[src/rtl/core/rrrs_pkg.sv]
// Types and constants of the recent record ring search block.
package rrrs_pkg;

  localparam int unsigned ACT_W  = 2;
  localparam int unsigned ADDR_W = 48;
  localparam int unsigned MIN_W  = 32;
  localparam int unsigned IDX_W  = 31;

  localparam logic [IDX_W-1:0] COUNT_MAX = {IDX_W{1'b1}};

  typedef enum logic [ACT_W-1:0] {
    ACT_APPEND    = 2'd0,
    ACT_FIND_ADDR = 2'd1,
    ACT_FIND_MIN  = 2'd2
  } action_e;

  typedef struct packed {
    logic [ADDR_W-1:0] addr;
    logic [MIN_W-1:0]  minute;
  } rec_t;

  // Per-cycle command to every cell of the chain.
  typedef struct packed {
    logic append;  // take the newer neighbour, cell 0 takes the new record
    logic rotate;  // take the older neighbour, the last cell takes cell 0
  } cell_ctl_t;

endpackage

[src/rtl/core/rrrs_cell.sv]
// One record cell of the ring chain.
module rrrs_cell (
  input  logic               clk_i,
  input  rrrs_pkg::cell_ctl_t ctl_i,
  input  rrrs_pkg::rec_t     prev_i,
  input  rrrs_pkg::rec_t     next_i,
  output rrrs_pkg::rec_t     rec_o
);
  import rrrs_pkg::*;

  rec_t rec_q;

  always_ff @(posedge clk_i) begin
    if (ctl_i.append) begin
      rec_q <= prev_i;
    end else if (ctl_i.rotate) begin
      rec_q <= next_i;
    end
  end

  assign rec_o = rec_q;

endmodule

[config.mk]
export PLATFORM = sky130hd
export DESIGN_NAME = rrrs_cell
export DESIGN_NICKNAME = d
export VERILOG_FILES = /design/src/rtl/core/rrrs_pkg.sv /design/src/rtl/core/rrrs_cell.sv
export SDC_FILE = /design/constraint.sdc
export NUM_CORES = 1
export LEC_CHECK = 0
export BUFFER_PORTS_ARGS = -buffer_cell sky130_fd_sc_hd__buf_2
export CAP_MARGIN = 20
export CORE_MARGIN = 2
export CORE_UTILIZATION = 38
export CTS_CLUSTER_DIAMETER = 150
export DETAILED_ROUTE_END_ITERATION = 12
export PLACE_DENSITY = 0.85
export SETUP_SLACK_MARGIN = 0.2
export SLEW_MARGIN = 20
export SYNTH_ARGS = -nofsm -noshare
export SYNTH_HDL_FRONTEND = slang
export SYNTH_SLANG_ARGS = --single-unit
[constraint.sdc]
create_clock -name clk_i -period 2.95 [get_ports clk_i]
set_clock_uncertainty 0.05 [all_clocks]
set_input_delay 0.59 -clock clk_i [delete_from_list [all_inputs] [get_ports clk_i]]
set_output_delay 0.59 -clock clk_i [all_outputs]
set_load 0.02 [all_outputs]
Word-level counts from Yosys, hierarchy flattened
Cells that the tools add are included.
{"block": "classes", "n_addsub": 0, "multipliers": 0, "div_mod_pow": 0, "magnitude_cmp": 0, "n_eq_ne": 0, "shifts": 0, "mux": 2, "n_bitwise": 0, "reduce_logical": 1}
{"cell": "$mux 80", "n": 2}
{"cell": "$reduce_bool 2->1", "n": 1}
{"block": "totals", "regBits": 80, "latch_bits": 0, "ramBits": 0, "rom_bits": 0, "input_bits": 163, "n_memories": 0}

Longest topological paths before layout
Gate-level depths: netlist of the first run.
{"block": "logic_depth", "depth_word": 2, "mapped_depth": 3, "ltp_nobuf": 1}

Worst setup path after synthesis of the first run
Ideal clock, no wire load.
{"block": "synth_timing", "kind": "input port to flip-flop", "startpoint": "input port ctl_i[1] in the netlist's numbering", "endpoint": "register rec_q, in the netlist rec_o[0], enable pin", "setup_time_ps": 443, "arrival_time_ps": 2717, "path_slack_ps": -260, "path_stages": 3, "path_cell_list": "buf_6 -> buf_12 -> or2_1"}
{"block": "synth_via", "elab_chain_cells": 1}
{"element": "from (decl)", "line_no": "rrrs_cell.sv:4", "text": "input rrrs_pkg::cell_ctl_t ctl_i,"}
{"element": "$reduce_bool 2->1 (no line)"}
{"element": "to (signal assigned)", "line_no": "rrrs_cell.sv:15", "text": "rec_q <= prev_i;"}
{"element": "to (signal assigned)", "line_no": "rrrs_cell.sv:17", "text": "rec_q <= next_i;"}
{"element": "to (decl)", "line_no": "rrrs_cell.sv:11", "text": "rec_t rec_q;"}
No other way between the ends.
A chain may end at the register's enable or synchronous reset.

Worst setup path after layout of the first run
{"block": "layout_timing", "startpoint": "register rec_q, in the netlist rec_o[27]", "endpoint": "output port rec_o[27] in the netlist's numbering"}
{"element": "to (decl)", "line_no": "rrrs_cell.sv:7", "text": "output rrrs_pkg::rec_t rec_o"}
No word-level cell between the ends.

==> results of run 1 <==
[layout make-up]
| class | count | area, sq um |
|---|---|---|
| clock buffer | 9 | 124 |
| clock inverter | 7 | 86.3 |
| fill | 821 | 4490 |
| multi-input combinational | 81 | 1210 |
| sequential | 80 | 2400 |
| tap | 133 | 166 |
| timing repair buffer | 244 | 1250 |
[worst max-delay path by stage]
| stage | end | slack [ps] |
|---|---|---|
| global route | rec_o[39] | 1320 |
| finish | rec_o[27] | 1370 |
| detailed placement | rec_o[48] | 1060 |
| floorplan | rec_o[0] | 540 |
| global placement | rec_o[7] | 1090 |
| CTS | rec_o[39] | 1340 |
[power by group through the flow]
stage               Sequential [mW]  Combinational [mW]  Clock [mW]
floorplan                      1.62               0.205           0
global placement               1.45               0.600           0
detailed placement             1.45               0.613           0
CTS                            1.43               0.615       0.896
global route                   1.44               0.641       0.939
finish                         1.42               0.608       0.862
[cells by family after synthesis]
family        count (synthesis)  share of synthesized area [%]
flops                        80                           63.6
mux                          80                           31.7
simple gates                  1                          0.166
buf+inv                       9                           4.54
[per-stage QoR]
stage	cells	setup slack, ps
after floorplan	170	537
after global placement	538	1090
after detailed placement	538	1060
after CTS	554	1340
after global routing	554	1320
final	554	1370
[metal layers]
layer / wire length [um] / global-route usage [%] / up-vias
li1: - / - / 1157
met1: 3180 / 16.6 / 1156
met2: 4490 / 28.8 / 156
met3: 755 / 5.35 / 21
met4: 250 / 7.92 / 0
met5: 0 / 0 / -
[cells in the final DEF, fill, tap and decap left out, drive strengths merged]
cell type	n
edfxtp	80
or2	1
buf	244
clkbuf	9
mux2	80
clkinv	5
bufinv	2
==> out/qor.log, run 1 <==
[run_status] result of the run finished, final reports clean
[drt] average routed wire per standard cell 15.7 um
[die] IO Count 243
[synth] register area share after synthesis 63.6%
[layout] Antenna diodes 0
[clock_tree] number of gates resized after CTS 0
[global_route] Tot GR Track Use 16.0%
[critical_path] startpoint kind of the worst setup timing path flip-flop
[pwr] final total power 2.90 mW
[clock_tree] quantity of hold-fixing buffers added after cts 0
[hold_path] class of the worst hold path input port to flip-flop
[clock_tree] clock net sink count 80
[synth] most frequently used flop master after synthesis sky130_fd_sc_hd__edfxtp_1
[synth] syn_nets 333
[layout] final standard cell area without fillers 5240 sq um
[die] Core ar. 9730 sq um
[clock_tree] clock tree from TritonCTS yes
[global_route] pin count of the biggest net entering global routing 81
[synth] area of the mapped netlist 3780 sq um
[placed_design] count of input and output buffers 242
[layout] number of flip-flops in the largest register 80
[synth] cell type contributing the most total cell area after synthesis sky130_fd_sc_hd__edfxtp_1
[job] number of maximum-capacitance violations 0
[die] width of the chip 104 um
[die] Site Rows 36
[timing] Achievable Freq 0.633 GHz
[pwr] clock network power share 29.8%
[synth] Synthesis Warnings 0
[global_route] number of global-route vias before repair 2704
[synth] post-synthesis cell count 170
[hold_path] instance count along the most critical hold path 2
[pwr] internal power component 2.15 mW
[synth] Synth async-reset ratio 0%
[die] effective utilization at floorplan 38.8%
[clock_tree] maximum clock insertion buffer count 2
[timing] count of pins over their slew limit 0
[pwr] leakage power 2.55 nW
[layout] Post-layout nets 579
[synth] Post-synth EDFFs 80
[layout] fraction of layout cells with a size suffix above 1 80.5%
[synth] average cell area after synthesis 22.2 sq um
[pwr] combinational fraction of design power 21.0%
[critical_path] total stage count of the critical path 1
[layout] final cell utilization of the core 53.8%
[layout] Area growth syn-to-layout 38.7%
[clock_tree] CTS H-tree lvls 3
[timing] Setup TNS Final 0 ps
[synth] total of flip-flops plus latches after synthesis 80
[clock_tree] buffer count from post-CTS setup fixing 0
[critical_path] beginning of the critical path rec_o[27]
[critical_path] maximum net fanout on the critical path 1
[clock_tree] number of buffers inserted during clock tree synthesis 9
[synth] main area contributors after synthesis sky130_fd_sc_hd__edfxtp_1 (64%), sky130_fd_sc_hd__mux2_4 (31%), sky130_fd_sc_hd__buf_12 (4.2%)
[drt] total vias in the final route 2490
[synth] cell with the most instances after synthesis sky130_fd_sc_hd__edfxtp_1
[critical_path] cells along the critical path buf_2
[timing] Rel. slew slack 59.8%
[drt] Antenna Nets Post-Route 0
[pwr] total power density per cell area 553 nW/um^2
[critical_path] kind of end point of the critical path primary output
[clock_tree] clock slew at reported path FFs 80 ps
[drt] first-pass iteration count of the detailed router 4
[timing] Period Utilization, post-route 53.5%
[timing] final setup violation count 0
[placed_design] RD Place Congestion 0.758
[pwr] Switching Share 25.6%
[synth] portion of synthesized cell area occupied by the leading cell type 63.6%
[drt] Total Routed Length 8.67 mm
[global_route] number of antenna violations at the first check in global routing 0
[placed_design] placed cell area 5030 sq um
[hold_path] endpoint with the worst hold slack rec_o[41]
[critical_path] CP max stage cell sky130_fd_sc_hd__edfxtp_1
[timing] final hold slack 486 ps
[hold_path] source of the worst hold timing path next_i[41]
[timing] unrepaired setup endpoints after global routing false
[pwr] total net switching power 0.742 mW
[critical_path] cell type group with the largest total delay on the critical path flip-flops
[critical_path] kind of critical path flip-flop to primary output
[die] die outline area 10800 sq um
[critical_path] critical path arrival 940 ps
[placed_design] HPWL after detailed placement 6.67 mm
[drt] violation count after the first detailed-route iteration 125
[global_route] wire length of the first global-routing pass 13.3 mm
[drt] # DRC 0
[critical_path] data required time at the worst endpoint 2310 ps
[clock_tree] clock tree root buffer cell sky130_fd_sc_hd__clkbuf_8
[pwr] maximum resistive drop on vdd 0.000248 V
[timing] final period demand of the worst path 1580 ps
[timing] slew of the pin with the lowest slew margin 602 ps
[synth] top cells by instance count after synthesis sky130_fd_sc_hd__edfxtp_1 (80), sky130_fd_sc_hd__mux2_4 (79), sky130_fd_sc_hd__buf_12 (8)
[synth] Netlist cell types 6
[global_route] remaining global-route overflow 0
[die] die outline height 104 um
[pwr] sequential power share 49.2%
[critical_path] highest cell delay on the worst timing path 420 ps
[drt] detailed-route vias per instance 4.49
[timing] Final Hold Fails 0
[critical_path] worst path buffer plus inverter count 1
(Power assumes the default switching activity.)
==> inputs of run 2 (changes only) <==
==> constraint.sdc (replaced) <==
create_clock -name clk_i -period 1.3 [get_ports clk_i]
set_clock_uncertainty 0.05 [all_clocks]
set_input_delay 0.26 -clock clk_i [delete_from_list [all_inputs] [get_ports clk_i]]
set_output_delay 0.26 -clock clk_i [all_outputs]
set_load 0.02 [all_outputs]
==> out/qor.log, run 2 (same netlist as run 1, synthesis figures left out) <==
[clock_tree] clock net sink count 80
[layout] top library cells by usage in the layout, fill and taps aside sky130_fd_sc_hd__buf_2 (185), sky130_fd_sc_hd__edfxtp_1 (80), sky130_fd_sc_hd__mux2_4 (79)
[pwr] total power density per cell area 1120 nW/um^2
[layout] final standard cell area without fillers 5720 sq um
[critical_path] total stage count of the critical path 1
[critical_path] CP max stage cell sky130_fd_sc_hd__edfxtp_1
[critical_path] data required time at the worst endpoint 990 ps
[die] width of the chip 104 um
[drt] average routed wire per standard cell 15.6 um
[critical_path] cell type group with the largest total delay on the critical path flip-flops
[global_route] number of antenna violations at the first check in global routing 0
[hold_path] class of the worst hold path input port to flip-flop
[timing] Rel. slew slack 84.3%
[drt] # DRC 0
[layout] number of flip-flops in the largest register 80
[pwr] Switching Share 25.9%
[drt] Antenna Nets Post-Route 0
[clock_tree] quantity of hold-fixing buffers added after cts 0
[clock_tree] maximum clock insertion buffer count 2
[timing] unrepaired setup endpoints after global routing true
[placed_design] number of instances in the placed design 560
[global_route] number of global-route vias before repair 2747
[critical_path] startpoint kind of the worst setup timing path flip-flop
[critical_path] critical path arrival 910 ps
[critical_path] highest cell delay on the worst timing path 400 ps
[drt] violation count after the first detailed-route iteration 76
[pwr] maximum resistive drop on vdd 0.000459 V
[layout] Antenna diodes 0
[clock_tree] clock slew at reported path FFs 80 ps
[pwr] combinational fraction of design power 25.8%
[layout] fraction of layout cells with a size suffix above 1 80.7%
[placed_design] RD Place Congestion 0.799
[timing] slew of the pin with the lowest slew margin 236 ps
[placed_design] count of input and output buffers 242
[die] Core ar. 9730 sq um
[timing] Achievable Freq 0.817 GHz
[job] number of maximum-capacitance violations 0
[global_route] pin count of the biggest net entering global routing 43
[global_route] Tot GR Track Use 16.2%
[critical_path] maximum net fanout on the critical path 1
[drt] Total Routed Length 8.96 mm
[pwr] leakage power 2.75 nW
[global_route] wire length of the first global-routing pass 13.5 mm
[clock_tree] number of buffers inserted during clock tree synthesis 9
[placed_design] HPWL after detailed placement 7.01 mm
[timing] final setup violation count 0
[critical_path] cells along the critical path buf_2
[drt] detailed-route vias per instance 4.44
[timing] final period demand of the worst path 1220 ps
[drt] total vias in the final route 2546
[pwr] internal power component 4.76 mW
[timing] Period Utilization, post-route 94.1%
[die] die outline height 104 um
[die] IO Count 243
[timing] Final Hold Fails 0
[critical_path] beginning of the critical path rec_o[74]
[critical_path] worst path buffer plus inverter count 1
[die] effective utilization at floorplan 38.8%
[die] Site Rows 36
[pwr] total net switching power 1.66 mW
[timing] count of pins over their slew limit 0
[placed_design] placed cell area 5230 sq um
[pwr] sequential power share 51.3%
[critical_path] capturing instance or port of the critical path rec_o[74]
[layout] most common library cell in the layout ignoring fill and taps sky130_fd_sc_hd__buf_2
[pwr] clock network power share 22.8%
[run_status] result of the run finished, final reports clean
[layout] Post-layout nets 601
[critical_path] kind of end point of the critical path primary output
[drt] first-pass iteration count of the detailed router 4
[critical_path] kind of critical path flip-flop to primary output
[layout] final cell utilization of the core 58.8%
[layout] number of standard cells in the final layout excluding fillers 574
[clock_tree] clock tree from TritonCTS yes
[die] die outline area 10800 sq um
[clock_tree] clock tree root buffer cell sky130_fd_sc_hd__clkbuf_8
[timing] Setup TNS Final 0 ps
[global_route] remaining global-route overflow 0
[clock_tree] CTS H-tree lvls 3
[layout] Area growth syn-to-layout 51.5%
==> run 2: repair_timing <==
item	in CTS	in global routing
cloned	0	0
setup endpoints to repair	80	80
resized for setup	50	62
buffers inserted	0	0
pin swaps	0	0
==> run 2: worst min-delay path by stage <==
| stage | slack (ps) | endpoint | cells past startpoint | start |
|---|---|---|---|---|
| floorplan | 430 | rec_o[0] | 1 | prev_i[0] |
| detailed placement | 510 | rec_o[38] | 2 | prev_i[38] |
| finish | 160 | rec_o[62] | 2 | next_i[62] |
| CTS | 140 | rec_o[62] | 2 | prev_i[62] |
| global placement | 510 | rec_o[31] | 2 | prev_i[31] |
| global route | 140 | rec_o[62] | 2 | next_i[62] |
==> run 2: per-stage QoR <==
stage               hold slack, ps  power [mW]  worst slack, ps
CTS                            137        6.35             42.8
detailed placement             513        4.75            -30.4
global placement               511        4.71            -25.2
global route                   143        6.67             32.6
finish                         157        6.42             76.6
floorplan                      427        4.15             -330
==> run 2: power groups by stage <==
stage               Clock (mW)  Sequential (mW)  Combinational [mW]
finish                    1.47             3.30                1.66
global route              1.61             3.32                1.74
CTS                       1.52             3.27                1.55
detailed placement           0             3.30                1.45
global placement             0             3.29                1.42
floorplan                    0             3.68               0.470
==> run 2: final cells by class <==
class                           count  area [sq um]
Tap cell                          133           166
Fill cell                         795          4010
Sequential cell                    80          2400
Clock inverter                      3          11.3
Clock buffer                       11           131
Multi-Input combinational cell     81          1210
Timing Repair Buffer              266          1810
==> run 2: routing by layer <==
metal  wire, um  up-vias  GRT usage [%]  part of all wire [%]
met3        611       24           4.03                   6.8
met2       4950      132           30.1                    55
met5          0        -              0                     0
met4        299        0           9.65                   3.3
li1           -     1201              -                     -
met1       3090     1189           16.2                    35
